`config.mk`:
```
export PLATFORM = sky130hd
export DESIGN_NAME = status_line_receiver
export DESIGN_NICKNAME = d
export VERILOG_FILES = /design/src/hw/rtl/slr_pkg.sv /design/src/hw/rtl/status_line_receiver.sv
export VERILOG_INCLUDE_DIRS = /design/src /design/src/hw/rtl
export SDC_FILE = /design/constraint.sdc
export NUM_CORES = 1
export LEC_CHECK = 0
export ABC_CLOCK_PERIOD_IN_PS = 4400
export BUFFER_PORTS_ARGS = -buffer_cell sky130_fd_sc_hd__buf_4
export CAP_MARGIN = 20
export CORE_UTILIZATION = 60
export CTS_CLUSTER_DIAMETER = 40
export DETAILED_ROUTE_END_ITERATION = 7
export GPL_ROUTABILITY_DRIVEN = 0
export GPL_TIMING_DRIVEN = 0
export MAX_ROUTING_LAYER = met4
export PLACE_DENSITY_LB_ADDON = 0.15
export SLEW_MARGIN = 5
export SYNTH_ARGS = -nofsm -noshare
export SYNTH_HDL_FRONTEND = slang
export SYNTH_SLANG_ARGS = --single-unit
```
`constraint.sdc`:
```
create_clock -name i_clk -period 4.4 [get_ports i_clk]
set_input_delay 0.66 -clock i_clk [delete_from_list [all_inputs] [get_ports i_clk]]
set_output_delay 0.66 -clock i_clk [all_outputs]
set_load 0.01 [all_outputs]
```
`src/hw/rtl/status_line_receiver_assert.svh`:
```
// assertion macros for the status line receiver
// no dependencies; included by the files that carry concurrent checks
`ifndef STATUS_LINE_RECEIVER_ASSERT_SVH
`define STATUS_LINE_RECEIVER_ASSERT_SVH

`ifndef NO_ASSERTIONS
// consequent checked in the same cycle as the antecedent
`define SLR_ASSERT_SAME(lbl, clk, rst_n, ante, cons, msg) \
    lbl: assert property (@(posedge clk) disable iff (!rst_n) (ante) |-> (cons)) \
        else $error(msg);
// consequent checked in the cycle after the antecedent
`define SLR_ASSERT_NEXT(lbl, clk, rst_n, ante, cons, msg) \
    lbl: assert property (@(posedge clk) disable iff (!rst_n) (ante) |=> (cons)) \
        else $error(msg);
`else
`define SLR_ASSERT_SAME(lbl, clk, rst_n, ante, cons, msg)
`define SLR_ASSERT_NEXT(lbl, clk, rst_n, ante, cons, msg)
`endif

`endif

```
`src/hw/rtl/slr_pkg.sv`:
```
// shared constants for the status line receiver: character codes,
// record kinds and stream widths; no dependencies
package slr_pkg;

    localparam int BYTE_W     = 8;
    localparam int KIND_W     = 2;
    localparam int OUT_DATA_W = 32;
    // bits used by the packed result fields in the output tdata
    localparam int OUT_USED_W = 27;

    // character codes
    localparam logic [BYTE_W-1:0] CH_NUL   = 8'h00;
    localparam logic [BYTE_W-1:0] CH_TAB   = 8'h09;
    localparam logic [BYTE_W-1:0] CH_LF    = 8'h0A;
    localparam logic [BYTE_W-1:0] CH_CR    = 8'h0D;
    localparam logic [BYTE_W-1:0] CH_SPACE = 8'h20;
    localparam logic [BYTE_W-1:0] CH_PLUS  = 8'h2B;
    localparam logic [BYTE_W-1:0] CH_COMMA = 8'h2C;
    localparam logic [BYTE_W-1:0] CH_MINUS = 8'h2D;
    localparam logic [BYTE_W-1:0] CH_0     = 8'h30;
    localparam logic [BYTE_W-1:0] CH_9     = 8'h39;
    localparam logic [BYTE_W-1:0] CH_E     = 8'h45;
    localparam logic [BYTE_W-1:0] CH_S     = 8'h53;

    // record kinds carried in tuser
    localparam logic [KIND_W-1:0] KIND_STATE     = 2'd0;
    localparam logic [KIND_W-1:0] KIND_ERROR     = 2'd1;
    localparam logic [KIND_W-1:0] KIND_MALFORMED = 2'd2;
    localparam logic [KIND_W-1:0] KIND_UNKNOWN   = 2'd3;

endpackage

```
`src/hw/rtl/status_line_receiver.sv`:
```
// status line receiver: gathers received bytes into lines and parses
// state and error records; depends on slr_pkg and status_line_receiver_assert.svh
//
//  channel  dir  payload (lowest bit first)
//  s_axis   in   tdata: rx_byte
//  m_axis   out  tuser: record_kind
//                tdata: power_on, fan_mode, fan_speed, fresh_up,
//                       unit_registered, error_code, zero pad
//
// one byte is taken every cycle while the slave side is not stalled; a line
// result is loaded into the result register as its newline byte leaves the
// input register (the parse logic feeds the result register directly). the
// held-back byte and parse state advance together with the input stage. reset
// is synchronous, active low, and clears line state and both valid bits at
// once. a stalled result register holds the input stage, and the slave side
// stalls only when both registers are full and the result is not taken.
`include "status_line_receiver_assert.svh"

module status_line_receiver #(
    parameter int LINE_LENGTH = 32
) (
    input  logic                               i_clk,
    input  logic                               i_rst_n,
    input  logic                               s_axis_tvalid,
    output logic                               s_axis_tready,
    input  logic [slr_pkg::BYTE_W-1:0]         s_axis_tdata,  // rx_byte
    output logic                               m_axis_tvalid,
    input  logic                               m_axis_tready,
    // power_on, fan_mode, fan_speed, fresh_up, unit_registered, error_code, pad
    output logic [slr_pkg::OUT_DATA_W-1:0]     m_axis_tdata,
    output logic [slr_pkg::KIND_W-1:0]         m_axis_tuser   // record_kind
);
    import slr_pkg::*;

    localparam int CNT_W = $clog2(LINE_LENGTH);
    localparam logic [CNT_W-1:0] CNT_MAX = CNT_W'(LINE_LENGTH - 1);

    // token positions within a state line
    localparam logic [2:0] FLD_POWER = 3'd1;
    localparam logic [2:0] FLD_MODE  = 3'd2;
    localparam logic [2:0] FLD_SPEED = 3'd3;
    localparam logic [2:0] FLD_FRESH = 3'd4;
    localparam logic [2:0] FLD_REGD  = 3'd5;
    localparam logic [2:0] IDX_MAX   = 3'd6;

    typedef enum logic [2:0] {
        CLS_START, CLS_GOT_S, CLS_GOT_E, CLS_STATE,
        CLS_ERROR, CLS_OTHER, CLS_EMPTY, CLS_STATE_END
    } t_class;

    typedef enum logic [1:0] {
        PH_IDLE, PH_SPACE, PH_DIGITS, PH_STOP
    } t_phase;

    typedef struct packed {
        t_phase      phase;
        logic [7:0]  value;
        logic        neg;
        logic        nz;
    } t_num;

    typedef struct packed {
        logic        power;
        logic [7:0]  mode;
        logic [7:0]  speed;
        logic        fresh;
        logic        registered;
    } t_fields;

    typedef struct packed {
        t_class      cls;
        logic [2:0]  idx;
        t_num        num;
        t_fields     fld;
    } t_line;

    // one character into the number scanner (whitespace, sign, digits)
    function automatic t_num feed_number(t_num cur, logic [BYTE_W-1:0] c);
        t_num       nx;
        logic       is_digit;
        logic       is_space;
        logic       take;
        logic [7:0] d;
        logic [7:0] t;
        nx       = cur;
        is_digit = (c >= CH_0) && (c <= CH_9);
        is_space = (c == CH_SPACE) || ((c >= CH_TAB) && (c <= CH_CR));
        take     = 1'b1;
        case (cur.phase)
            PH_SPACE: begin
                if (is_space) begin
                    take = 1'b0;
                end else if ((c == CH_PLUS) || (c == CH_MINUS)) begin
                    nx.neg   = (c == CH_MINUS);
                    nx.phase = PH_DIGITS;
                    take     = 1'b0;
                end else begin
                    nx.phase = is_digit ? PH_DIGITS : PH_STOP;
                end
            end
            PH_DIGITS: begin
                if (!is_digit) nx.phase = PH_STOP;
            end
            default: begin
            end
        endcase
        d = c - CH_0;
        t = (cur.value << 3) + (cur.value << 1);
        if (take && (nx.phase == PH_DIGITS) && is_digit) begin
            nx.value = nx.neg ? (t - d) : (t + d);
            if (d != 8'd0) nx.nz = 1'b1;
        end
        return nx;
    endfunction

    // store an open token into its field and close it
    function automatic t_line close_token(t_line s);
        t_line n;
        n = s;
        if (s.num.phase != PH_IDLE) begin
            case (s.idx)
                FLD_POWER: n.fld.power      = s.num.nz;
                FLD_MODE:  n.fld.mode       = s.num.value;
                FLD_SPEED: n.fld.speed      = s.num.value;
                FLD_FRESH: n.fld.fresh      = s.num.nz;
                FLD_REGD:  n.fld.registered = s.num.nz;
                default: begin
                end
            endcase
        end
        n.num.phase = PH_IDLE;
        return n;
    endfunction

    // one kept character through the line classifier and tokenizer
    function automatic t_line process_byte(t_line s, logic [BYTE_W-1:0] c);
        t_line n;
        n = s;
        case (s.cls)
            CLS_START: begin
                if (c == CH_S)        n.cls = CLS_GOT_S;
                else if (c == CH_E)   n.cls = CLS_GOT_E;
                else if (c == CH_NUL) n.cls = CLS_EMPTY;
                else                  n.cls = CLS_OTHER;
            end
            CLS_GOT_S: begin
                if (c == CH_COMMA) begin
                    n.cls       = CLS_STATE;
                    n.idx       = 3'd0;
                    n.num.phase = PH_IDLE;
                end else begin
                    n.cls = CLS_OTHER;
                end
            end
            CLS_GOT_E: begin
                if (c == CH_COMMA) begin
                    n.cls = CLS_ERROR;
                    n.num = '{phase: PH_SPACE, value: 8'd0, neg: 1'b0, nz: 1'b0};
                end else begin
                    n.cls = CLS_OTHER;
                end
            end
            CLS_STATE: begin
                if (c == CH_NUL) begin
                    n     = close_token(s);
                    n.cls = CLS_STATE_END;
                end else if (c == CH_COMMA) begin
                    n = close_token(s);
                end else begin
                    if (s.num.phase == PH_IDLE) begin
                        if (s.idx < IDX_MAX) n.idx = s.idx + 3'd1;
                        n.num = '{phase: PH_SPACE, value: 8'd0, neg: 1'b0, nz: 1'b0};
                    end
                    n.num = feed_number(n.num, c);
                end
            end
            CLS_ERROR: begin
                n.num = feed_number(s.num, c);
            end
            default: begin
            end
        endcase
        return n;
    endfunction

    logic                   r_in_valid;
    logic [BYTE_W-1:0]      r_in_byte;
    t_line                  r_line;
    t_line                  n_line;
    logic [CNT_W-1:0]       r_count;
    logic [CNT_W-1:0]       n_count;
    logic                   r_held_valid;
    logic                   n_held_valid;
    logic [BYTE_W-1:0]      r_held_byte;
    logic [BYTE_W-1:0]      n_held_byte;
    logic                   r_out_valid;
    logic                   n_out_valid;
    logic [KIND_W-1:0]      r_out_kind;
    logic [KIND_W-1:0]      n_out_kind;
    logic [OUT_DATA_W-1:0]  r_out_data;
    logic [OUT_DATA_W-1:0]  n_out_data;

    logic   advance;
    logic   fire;
    logic   in_nl;
    logic   room;
    logic   held_en;
    logic   has_result;
    t_line  s_proc;
    t_line  s_close;

    // pipeline flow: the stage moves whenever the result register is free
    assign advance       = !r_out_valid || m_axis_tready;
    assign fire          = r_in_valid && advance;
    assign s_axis_tready = !r_in_valid || advance;

    assign in_nl   = (r_in_byte == CH_LF);
    assign room    = (r_count < CNT_MAX);
    assign held_en = r_held_valid && (in_nl ? (r_held_byte != CH_CR) : room);

    // parse the held byte, then close any open token for the line end
    always_comb begin
        s_proc  = held_en ? process_byte(r_line, r_held_byte) : r_line;
        s_close = close_token(s_proc);
    end

    // result record and next line state
    always_comb begin
        has_result   = 1'b0;
        n_out_kind   = KIND_STATE;
        n_out_data   = '0;
        n_line       = r_line;
        n_count      = r_count;
        n_held_valid = r_held_valid;
        n_held_byte  = r_held_byte;
        case (s_proc.cls)
            CLS_GOT_S, CLS_GOT_E, CLS_OTHER: begin
                has_result = 1'b1;
                n_out_kind = KIND_UNKNOWN;
            end
            CLS_STATE, CLS_STATE_END: begin
                has_result = 1'b1;
                if (s_close.idx >= FLD_REGD) begin
                    n_out_kind = KIND_STATE;
                    n_out_data = {(OUT_DATA_W - OUT_USED_W)'(0), 8'd0,
                                  s_close.fld.registered, s_close.fld.fresh,
                                  s_close.fld.speed, s_close.fld.mode,
                                  s_close.fld.power};
                end else begin
                    n_out_kind = KIND_MALFORMED;
                end
            end
            CLS_ERROR: begin
                has_result = 1'b1;
                n_out_kind = KIND_ERROR;
                n_out_data = {(OUT_DATA_W - OUT_USED_W)'(0), s_proc.num.value, 19'd0};
            end
            default: begin
            end
        endcase
        if (fire) begin
            if (in_nl) begin
                n_line       = '0;
                n_count      = '0;
                n_held_valid = 1'b0;
            end else if (room) begin
                n_line       = s_proc;
                n_count      = r_count + CNT_W'(1);
                n_held_valid = 1'b1;
                n_held_byte  = r_in_byte;
            end
        end
        n_out_valid = advance ? (fire && in_nl && has_result) : r_out_valid;
    end

    // control and payload registers
    always_ff @(posedge i_clk) begin
        if (!i_rst_n) begin
            r_in_valid   <= 1'b0;
            r_out_valid  <= 1'b0;
            r_line       <= '0;
            r_count      <= '0;
            r_held_valid <= 1'b0;
        end else begin
            if (s_axis_tready) r_in_valid <= s_axis_tvalid;
            r_out_valid  <= n_out_valid;
            r_line       <= n_line;
            r_count      <= n_count;
            r_held_valid <= n_held_valid;
        end
    end

    always_ff @(posedge i_clk) begin
        if (s_axis_tready) r_in_byte <= s_axis_tdata;
        r_held_byte <= n_held_byte;
        if (advance) begin
            r_out_kind <= n_out_kind;
            r_out_data <= n_out_data;
        end
    end

    assign m_axis_tvalid = r_out_valid;
    assign m_axis_tuser  = r_out_kind;
    assign m_axis_tdata  = r_out_data;

    // checks
    `SLR_ASSERT_SAME(a_held_counted, i_clk, i_rst_n, r_held_valid, r_count != '0, "held byte without count")
    `SLR_ASSERT_NEXT(a_line_cleared, i_clk, i_rst_n, fire && in_nl, (r_line.cls == CLS_START) && (r_count == '0) && !r_held_valid, "line state not cleared after newline")
    `SLR_ASSERT_NEXT(a_no_result_mid_line, i_clk, i_rst_n, fire && !in_nl, !m_axis_tvalid, "result produced without newline")
    `SLR_ASSERT_SAME(a_idx_only_in_state, i_clk, i_rst_n, (r_line.cls != CLS_STATE) && (r_line.cls != CLS_STATE_END), r_line.idx == 3'd0, "token index outside state line")

endmodule

```
==> impl_metrics.py, run 1 <==
metrics = {
    "timing": {
        "min_period_ns": 4.174,
        "skew_ns": 0.01197,
        "hold_violations": 0,
        "final-setup-viol-count": 0,
        "tightest_slew_ns": 0.8945,
        "rsz0062_at_grt": "false",
        "timing.final.crit_share_pct": 94.86,
        "clock.fmax_ghz": 0.2396,
        "fin_ws_ns": 0.2260,
        "slew_viol_final": 0,
        "relSlewSlack_pct": 40.36,
    },
    "logic_synthesis": {
        "synth.area.top_cells": "edfxtp_1 (21%), dfxtp_1 (14%), ha_1 (9.3%)",
        "synth_top_cell_by_area": "edfxtp_1",
        "avgSynthCellArea_um2": 9.056,
        "ys_warn_count": 0,
        "synth_area_um2": 6475,
        "synthTopCellsByCount": "nor2_1 (87), nand2_1 (56), ha_1 (48)",
        "yosysUniqueCellTypes": 83,
        "synth_cells": 715,
        "synth_seq_cells": 90,
        "synth_edf_count": 45,
        "async_reset_ff_share_pct": 0,
        "yosys.cell_count.top_type": "nor2_1",
        "synth-seq-area-share_pct": 34.78,
        "synth_ff_type": "edfxtp_1",
        "synth_top_area_share_pct": 20.87,
    },
    "setup_path": {
        "crit_slowest_cell": "dfxtp_1",
        "end_kind": "flip-flop",
        "path_cells": "clkbuf_2, inv_1, ha_1, buf_2, nand2b_1, inv_1, ha_1, ha_1, a21oi_1, o32a_1, ha_1, inv_1, a211oi_1, mux2_1, a31oi_1, xnor2_1, a21boi_0, a21oi_1",
        "arrival_ns": 4.37,
        "critPathMaxStageDelay_ns": 0.38,
        "startpoint_type": "flip-flop",
        "path_common_cell": "ha_1",
        "cp_top_family": "compound AO/OA/AOI/OAI gates",
        "path_buf_inv": 5,
        "worstPathRequired_ns": 4.60,
        "r2r_setup_slack_ns": 0.23,
        "critical_path.max_fanout": 19,
        "crit_type": "flip-flop to flip-flop",
    },
    "cells_and_area": {
        "multiInputGateArea_um2": 3931,
        "num-fill-cells": 842,
        "diodes": 0,
        "nets": 836,
        "area_growth_pct": 11.54,
        "post_route_cells_drive_above_1_share_pct": 13.26,
        "final_cell_area_um2": 7222,
        "seq_area_um2": 2252,
    },
    "grt": {
        "grt_usage_pct": 31.24,
        "antenna_found_initial": 0,
        "overflow": 0,
        "grt_pass1_wl_mm": 26.70,
        "grt_pass1_vias": 5539,
        "grt_max_degree": 33,
    },
    "outcome": {
        "outcome": "complete, no violations",
    },
    "cts": {
        "cts.clk_slew.worst_paths_ns": 0.11,
        "clock_latency_ns": 0.38,
        "clockRootBuffer": "clkbuf_8",
        "postCtsHoldBufs": 0,
        "clock_path_buffers": 2,
        "htree_levels": 3,
        "cts_buffers": 9,
        "cts_tree": "yes",
        "clkSinkCount": 90,
    },
    "min_path": {
        "min_path_type": "primary input to flip-flop",
    },
    "power": {
        "peakVddDrop_v": 0.0001987,
        "leakagePower_nw": 2.955,
        "power.density_nw_per_um2": 224.5,
    },
    "drt": {
        "vias": 5776,
        "firstDrtPassIters": 7,
        "routedWlPerCell_um": 17.94,
        "dr.first_iter.drc_count": 436,
        "drc": 0,
        "drt_wl_total_mm": 16.38,
        "ant_nets": 0,
        "vias_per_cell": 6.326,
    },
    "floorplan": {
        "start_util_pct": 62.16,
        "core_region_area_um2": 10420,
        "die_area_um2": 11210,
        "die_w_um": 105.9,
        "io-pin-count": 48,
        "die_h_um": 105.9,
        "fp-row-count": 37,
    },
    "flow_run": {
        "cap_viol_max_count": 0,
    },
    "placed_design": {
        "pre_cts_ws_ns": -0.1028,
        "port_buffers": 42,
        "place_area_um2": 6975,
        "dp_hpwl_mm": 12.35,
    },
}
[flip-flops by register name, summed over array words and instances, names as in the netlist]
| signal | cells |
|---|---|
| r_line | 37 |
| m_axis_tdata | 27 |
| r_held_byte | 8 |
| r_in_byte | 8 |
| r_count | 5 |
| m_axis_tuser | 2 |
| m_axis_tvalid | 1 |
| r_held_valid | 1 |
| r_in_valid | 1 |
[logic make-up after synthesis]
| kind of cell | count (synthesis) | synth area share [%] |
|---|---|---|
| xor gates and xnor gates | 30 | 4.058 |
| other | 1 | 0.05792 |
| DFF | 90 | 34.78 |
| AOI/OAI and AO/OA | 201 | 22.32 |
| and+or+nand+nor | 251 | 19.75 |
| adders and majority gates | 54 | 10.82 |
| buffers and inverters | 66 | 4.734 |
| muxes | 22 | 3.478 |
[through the flow]
stage               TNS (ns)  total power, mW  hold WS (ns)  utilization (%)  cells
floorplan                  0           0.9735        0.4277                -    719
global placement           0            1.004        0.4363            66.97    897
detailed placement   -0.1093            1.007        0.4497            66.97    897
CTS                        0            1.623        0.4311            69.07    912
global route               0            1.658        0.4350            69.33    913
finish                     0            1.621        0.4410            69.33    913
[power by group]
| group | switching, mW | internal (mW) | total [mW] |
|---|---|---|---|
| clock network | 0.350 | 0.280 | 0.630 |
| logic | 0.0629 | 0.0347 | 0.0976 |
| registers | 0.00903 | 0.885 | 0.894 |
| total | 0.422 | 1.20 | 1.62 |
[worst register-to-register path, delay by kind of cell, from the launching register on]
kind	cells	cell delay [ns]
simple gates	1	0.23
mux	1	0.30
fa+ha+maj	4	0.90
buf+inv	5	0.91
xor+xnor	1	0.20
flops	1	0.38
compound gates	6	1.06
[final cells by class]
| class | count | share of cell area [%] |
|---|---|---|
| buffer | 39 | 2.876 |
| clock buffer | 9 | 1.715 |
| clock inverter | 7 | 1.334 |
| inverter | 26 | 1.351 |
| multi-input combinational | 563 | 54.44 |
| sequential | 90 | 31.19 |
| tap | 136 | 2.356 |
| timing repair buffer | 43 | 4.747 |
[cell usage in the layout, fill, tap and decap left out, types with 15 or more instances in the layout]
cell,n
nor2_1,87
nand2_1,56
buf_4,49
ha_1,48
edfxtp_1,45
dfxtp_1,45
a21oi_1,42
a22oi_1,30
inv_1,26
clkbuf_1,24
xnor2_1,21
nand3_1,21
o21ai_0,19
mux2i_1,18
nor2b_1,15
nand2b_1,15
a31oi_1,15
[timing repair]
item / CTS / global route
buffers inserted: 0 / 0
setup endpoints to repair: 3 / 1
hold endpoints to repair: 0 / 0
resized for setup: 2 / 1
[path summary, 6_finish.rpt]
path,startpoint,endpoint,cells after the start
worst max-delay path,r_line[29]$_SDFFE_PN0P_,m_axis_tdata[26]$_DFFE_PN_,18
worst min-delay path,s_axis_tdata[1],r_in_byte[1]$_DFFE_PP_,1
worst max register to register,r_line[29]$_SDFFE_PN0P_,m_axis_tdata[26]$_DFFE_PN_,18
worst min register to register,r_in_byte[3]$_DFFE_PP_,r_held_byte[3]$_DFFE_PP_,0
[per-layer routing]
| metal | up-vias | global-route usage (%) | share of wire [%] |
|---|---|---|---|
| met2 | 240 | 51.31 | 49 |
| met4 | 0 | 10.32 | 2.2 |
| met3 | 38 | 5.257 | 7.0 |
| met1 | 2774 | 39.16 | 42 |
| li1 | 2724 | - | - |
| met5 | - | - | 0 |
(Power assumes the default switching activity.)
==> run 2: changes to the inputs <==
--- a/config.mk
+++ b/config.mk
@@ -16,6 +16,7 @@
 export GPL_TIMING_DRIVEN = 0
 export MAX_ROUTING_LAYER = met4
 export PLACE_DENSITY_LB_ADDON = 0.15
+export RECOVER_POWER = 25
 export SLEW_MARGIN = 5
 export SYNTH_ARGS = -nofsm -noshare
 export SYNTH_HDL_FRONTEND = slang
==> impl_metrics.py, run 2 (synthesized netlist as in run 1, its figures left out) <==
metrics = {
    "cts": {
        "clkSinkCount": 90,
        "clock_latency_ns": 0.38,
        "clock_path_buffers": 2,
        "cts.clk_slew.worst_paths_ns": 0.11,
        "cts_tree": "yes",
        "htree_levels": 3,
        "clockRootBuffer": "clkbuf_8",
        "cts_buffers": 9,
    },
    "grt": {
        "grt_pass1_vias": 5539,
        "grt_usage_pct": 31.24,
        "overflow": 0,
        "grt_pass1_wl_mm": 26.70,
        "grt_max_degree": 33,
        "antenna_found_initial": 0,
    },
    "timing": {
        "min_period_ns": 4.171,
        "hold_violations": 0,
        "tightest_slew_ns": 1.245,
        "skew_ns": 0.01369,
        "rsz0062_at_grt": "false",
        "clock.fmax_ghz": 0.2398,
        "timing.final.crit_share_pct": 94.78,
        "final-setup-viol-count": 0,
        "slew_viol_final": 0,
        "hold_ws_ns": 0.4640,
        "relSlewSlack_pct": 16.97,
        "fin_ws_ns": 0.2295,
    },
    "setup_path": {
        "arrival_ns": 4.37,
        "critical_path.max_fanout": 19,
        "reg2regPathDepth": 18,
        "r2r_end": "m_axis_tdata[26]$_DFFE_PN_",
        "end_kind": "flip-flop",
        "r2r_setup_slack_ns": 0.23,
        "startpoint_type": "flip-flop",
        "worstPathRequired_ns": 4.60,
        "r2r_start": "r_line[29]$_SDFFE_PN0P_",
        "crit_type": "flip-flop to flip-flop",
    },
    "drt": {
        "routedWlPerCell_um": 17.92,
        "vias": 5752,
        "dr.first_iter.drc_count": 371,
        "drc": 0,
        "vias_per_cell": 6.300,
        "drt_wl_total_mm": 16.36,
        "ant_nets": 0,
        "firstDrtPassIters": 5,
    },
    "cells_and_area": {
        "largest_register_ffs": 37,
        "top_register": "r_line",
        "layout_common_cells": "nor2_1 (87), nand2_1 (56), ha_1 (48)",
        "seq_area_um2": 2252,
        "area_growth_pct": 11.11,
        "final_cell_area_um2": 7194,
        "nets": 836,
        "num-fill-cells": 848,
        "diodes": 0,
        "final_common_cell": "nor2_1",
        "multiInputGateArea_um2": 3931,
        "post_route_cells_drive_above_1_share_pct": 13.00,
        "layout.cells.non_filler": 913,
    },
    "power": {
        "p_sw_share_pct": 25.99,
        "p_total_mw": 1.619,
        "p_int_mw": 1.198,
        "power_frac_clock_pct": 38.8,
        "power.density_nw_per_um2": 225.1,
        "pwr-share-comb_pct": 6.0,
        "power.share.sequential_pct": 55.2,
        "p_sw_uw": 421.0,
        "leakagePower_nw": 2.937,
        "peakVddDrop_v": 0.0001991,
    },
    "floorplan": {
        "start_util_pct": 62.16,
        "die_area_um2": 11210,
        "die_h_um": 105.9,
        "core_region_area_um2": 10420,
        "die_w_um": 105.9,
        "fp-row-count": 37,
        "io-pin-count": 48,
    },
    "placed_design": {
        "dp_hpwl_mm": 12.35,
        "place_inst": 897,
        "port_buffers": 42,
        "place_area_um2": 6975,
        "pre_cts_ws_ns": -0.1028,
    },
    "min_path": {
        "min_from": "s_axis_tdata[1]",
        "min_to": "r_in_byte[1]$_DFFE_PP_",
        "min_path_type": "primary input to flip-flop",
        "holdPathStages": 1,
    },
    "flow_run": {
        "cap_viol_max_count": 0,
    },
    "outcome": {
        "outcome": "complete, no violations",
    },
}
run 2: cell count changes in the layout (fill, tap and decap cells not counted), sizes merged:
cell | before | now
clkbuf | 35 | 45
buf | 56 | 46
run 2: final cells by class:
cell class | count | share of cell area [%]
timing repair buffer | 43 | 4.383
multi-input combinational | 563 | 54.64
buffer | 39 | 2.887
tap | 136 | 2.365
inverter | 26 | 1.357
sequential | 90 | 31.30
clock inverter | 7 | 1.339
clock buffer | 9 | 1.722
run 2: how the worst max path moves through the flow:
stage                            startpoint  slack, ns  cells after the start                         end
detailed placement  r_line[30]$_SDFFE_PN0P_      -0.10                     18  m_axis_tdata[26]$_DFFE_PN_
global route        r_line[30]$_SDFFE_PN0P_       0.01                     19  m_axis_tdata[25]$_DFFE_PN_
finish              r_line[29]$_SDFFE_PN0P_       0.23                     18  m_axis_tdata[26]$_DFFE_PN_
global placement    r_line[30]$_SDFFE_PN0P_       0.09                     18  m_axis_tdata[26]$_DFFE_PN_
CTS                 r_line[29]$_SDFFE_PN0P_       0.25                     17  m_axis_tdata[26]$_DFFE_PN_
floorplan           r_line[29]$_SDFFE_PN0P_       0.65                     18  m_axis_tdata[26]$_DFFE_PN_
run 2: through the flow:
| stage | util, % | TNS [ns] |
|---|---|---|
| after floorplan | - | 0 |
| after global placement | 66.97 | 0 |
| after detailed placement | 66.97 | -0.1093 |
| after CTS | 69.07 | 0 |
| after global routing | 69.07 | 0 |
| final | 69.07 | 0 |
run 2: per-layer routing:
layer / GRT usage (%) / share of wire [%] / vias up
li1: - / - / 2725
met1: 39.16 / 42 / 2741
met2: 51.31 / 48 / 254
met3: 5.257 / 7.2 / 32
met4: 10.32 / 2.0 / 0
met5: - / 0 / -
run 2: timing repair:
| item | CTS | global route |
|---|---|---|
| setup endpoints to repair | 3 | 1 |
| resized for setup | 2 | 1 |
| buffers inserted | 0 | 0 |
| hold buffers | 0 | 0 |
run 2: worst max-delay path, stage by stage (launching register included):
cell      delay (ns)
dfxtp_1         0.38
clkbuf_2        0.23
inv_1           0.12
ha_1            0.20
buf_2           0.24
nand2b_1        0.23
inv_1           0.18
ha_1            0.22
ha_1            0.20
a21oi_1         0.05
o32a_1          0.35
ha_1            0.28
inv_1           0.13
a211oi_1        0.09
mux2_1          0.30
a31oi_1         0.18
xnor2_1         0.20
a21boi_0        0.13
a21oi_1         0.26
run 2: power by group through the flow:
stage / clock network (mW) / registers [mW] / logic, mW
3_5_place_dp: 0 / 0.913 / 0.0945
2_1_floorplan: 0 / 0.912 / 0.0619
6_report: 0.629 / 0.894 / 0.0968
4_1_cts: 0.634 / 0.894 / 0.0950
3_3_place_gp: 0 / 0.912 / 0.0925
5_1_grt: 0.658 / 0.895 / 0.104
==> run 3: changes to the inputs <==
--- a/config.mk
+++ b/config.mk
@@ -10,7 +10,8 @@
 export BUFFER_PORTS_ARGS = -buffer_cell sky130_fd_sc_hd__buf_4
 export CAP_MARGIN = 20
 export CORE_UTILIZATION = 60
-export CTS_CLUSTER_DIAMETER = 40
+export CTS_BUF_LIST = sky130_fd_sc_hd__clkbuf_16
+export CTS_CLUSTER_DIAMETER = 100
 export DETAILED_ROUTE_END_ITERATION = 7
 export GPL_ROUTABILITY_DRIVEN = 0
 export GPL_TIMING_DRIVEN = 0
==> impl_metrics.py, run 3 (synthesized netlist as in run 1, its figures left out) <==
metrics = {
    "outcome": {
        "outcome": "complete, no violations",
    },
    "grt": {
        "grt_usage_pct": 31.58,
        "grt_pass1_wl_mm": 26.93,
        "grt_max_degree": 33,
        "grt_pass1_vias": 5558,
        "antenna_found_initial": 0,
        "overflow": 0,
    },
    "cells_and_area": {
        "largest_register_ffs": 37,
        "num-fill-cells": 834,
        "layout_common_cells": "nor2_1 (87), nand2_1 (56), ha_1 (48)",
        "layout.cells.non_filler": 913,
        "final_common_cell": "nor2_1",
        "nets": 836,
        "multiInputGateArea_um2": 3931,
        "top_register": "r_line",
        "final_cell_area_um2": 7300,
        "seq_area_um2": 2252,
        "area_growth_pct": 12.73,
        "diodes": 0,
        "post_route_cells_drive_above_1_share_pct": 13.13,
    },
    "timing": {
        "final-setup-viol-count": 0,
        "min_period_ns": 4.149,
        "clock.fmax_ghz": 0.2410,
        "tightest_slew_ns": 1.256,
        "slew_viol_final": 0,
        "hold_violations": 0,
        "skew_ns": 0.01004,
        "hold_ws_ns": 0.4709,
        "relSlewSlack_pct": 16.29,
        "rsz0062_at_grt": "false",
        "timing.final.crit_share_pct": 94.29,
    },
    "floorplan": {
        "core_region_area_um2": 10420,
        "die_h_um": 105.9,
        "io-pin-count": 48,
        "die_w_um": 105.9,
        "die_area_um2": 11210,
        "start_util_pct": 62.16,
        "fp-row-count": 37,
    },
    "setup_path": {
        "startpoint_type": "flip-flop",
        "arrival_ns": 4.31,
        "end_kind": "flip-flop",
        "worstPathRequired_ns": 4.56,
        "crit_type": "flip-flop to flip-flop",
        "critical_path.max_fanout": 19,
    },
    "power": {
        "leakagePower_nw": 2.987,
        "p_total_mw": 1.821,
        "peakVddDrop_v": 0.0002416,
        "power.density_nw_per_um2": 249.5,
    },
    "cts": {
        "clock_path_buffers": 2,
        "clockRootBuffer": "clkbuf_16",
        "postCtsSetupBuffers": 0,
        "clkSinkCount": 90,
        "cts_tree": "yes",
        "cts.clk_slew.worst_paths_ns": 0.07,
        "cts_buffers": 9,
        "clock_latency_ns": 0.35,
        "htree_levels": 3,
    },
    "placed_design": {
        "place_inst": 897,
        "dp_hpwl_mm": 12.35,
        "port_buffers": 42,
        "place_area_um2": 6975,
    },
    "drt": {
        "drc": 0,
        "vias": 5806,
        "vias_per_cell": 6.359,
        "dr.first_iter.drc_count": 498,
        "firstDrtPassIters": 8,
        "routedWlPerCell_um": 18.24,
        "drt_wl_total_mm": 16.66,
        "ant_nets": 0,
    },
    "flow_run": {
        "cap_viol_max_count": 0,
    },
    "min_path": {
        "min_path_type": "flip-flop to flip-flop",
    },
}
run 3: changes by cell type in the layout (fill, tap and decap cells not counted):
cell       before  now
clkbuf_16       0    9
clkbuf_1       26   25
clkbuf_4        8    9
clkbuf_8        9    0
run 3: final cells by class:
type | count | share of cell area (%)
flip-flops and latches | 90 | 30.85
clock buffers | 9 | 3.085
repair buffers | 43 | 4.371
well taps | 136 | 2.331
plain buffers | 39 | 2.845
clock inverters | 7 | 1.320
multi-input cells | 563 | 53.86
inverters | 26 | 1.337
run 3: metal layers:
| metal | track usage [%] | part of all wire, % |
|---|---|---|
| met1 | 39.87 | 42 |
| met2 | 52.01 | 48 |
| met3 | 4.515 | 7.1 |
| met4 | 10.71 | 2.8 |
| met5 | - | 0 |
run 3: path summary, 6_finish.rpt:
kind              slack, ns                         end  cells past startpoint                     from
setup / recovery       0.25  m_axis_tdata[26]$_DFFE_PN_                     18  r_line[29]$_SDFFE_PN0P_
setup reg to reg       0.25  m_axis_tdata[26]$_DFFE_PN_                     18  r_line[29]$_SDFFE_PN0P_
hold reg to reg        0.47    r_held_byte[3]$_DFFE_PP_                      0   r_in_byte[3]$_DFFE_PP_
hold / removal         0.47    r_held_byte[3]$_DFFE_PP_                      0   r_in_byte[3]$_DFFE_PP_
run 3: worst max-delay path, stage by stage (launching register included):
cell	delay, ns
dfxtp_1	0.37
clkbuf_2	0.23
inv_1	0.12
ha_1	0.20
buf_2	0.24
nand2b_1	0.23
inv_1	0.18
ha_1	0.22
ha_1	0.20
a21oi_1	0.05
o32a_1	0.34
ha_1	0.28
inv_1	0.13
a211oi_1	0.09
mux2_1	0.30
a31oi_1	0.18
xnor2_1	0.19
a21boi_0	0.13
a21oi_1	0.26
run 3: timing repair:
item | 4_1_cts | 5_1_grt
hold buffers | 0 | 0
endpoints found under the setup margin | 2 | 1
gates resized for setup | 2 | 1
run 3: through the flow:
stage,setup TNS [ns],setup WS [ns],utilization (%)
finish,0,0.2512,70.08
detailed placement,-0.1093,-0.1028,66.97
floorplan,0,0.6547,-
CTS,0,0.2573,70.04
global route,0,0.02219,70.08
global placement,0,0.08741,66.97
run 3: report_power, final:
group	internal, mW	switching (mW)	leakage (nW)
combinational	0.0342	0.0631	1.95
sequential	0.885	0.00907	0.879
clock	0.458	0.371	0.154
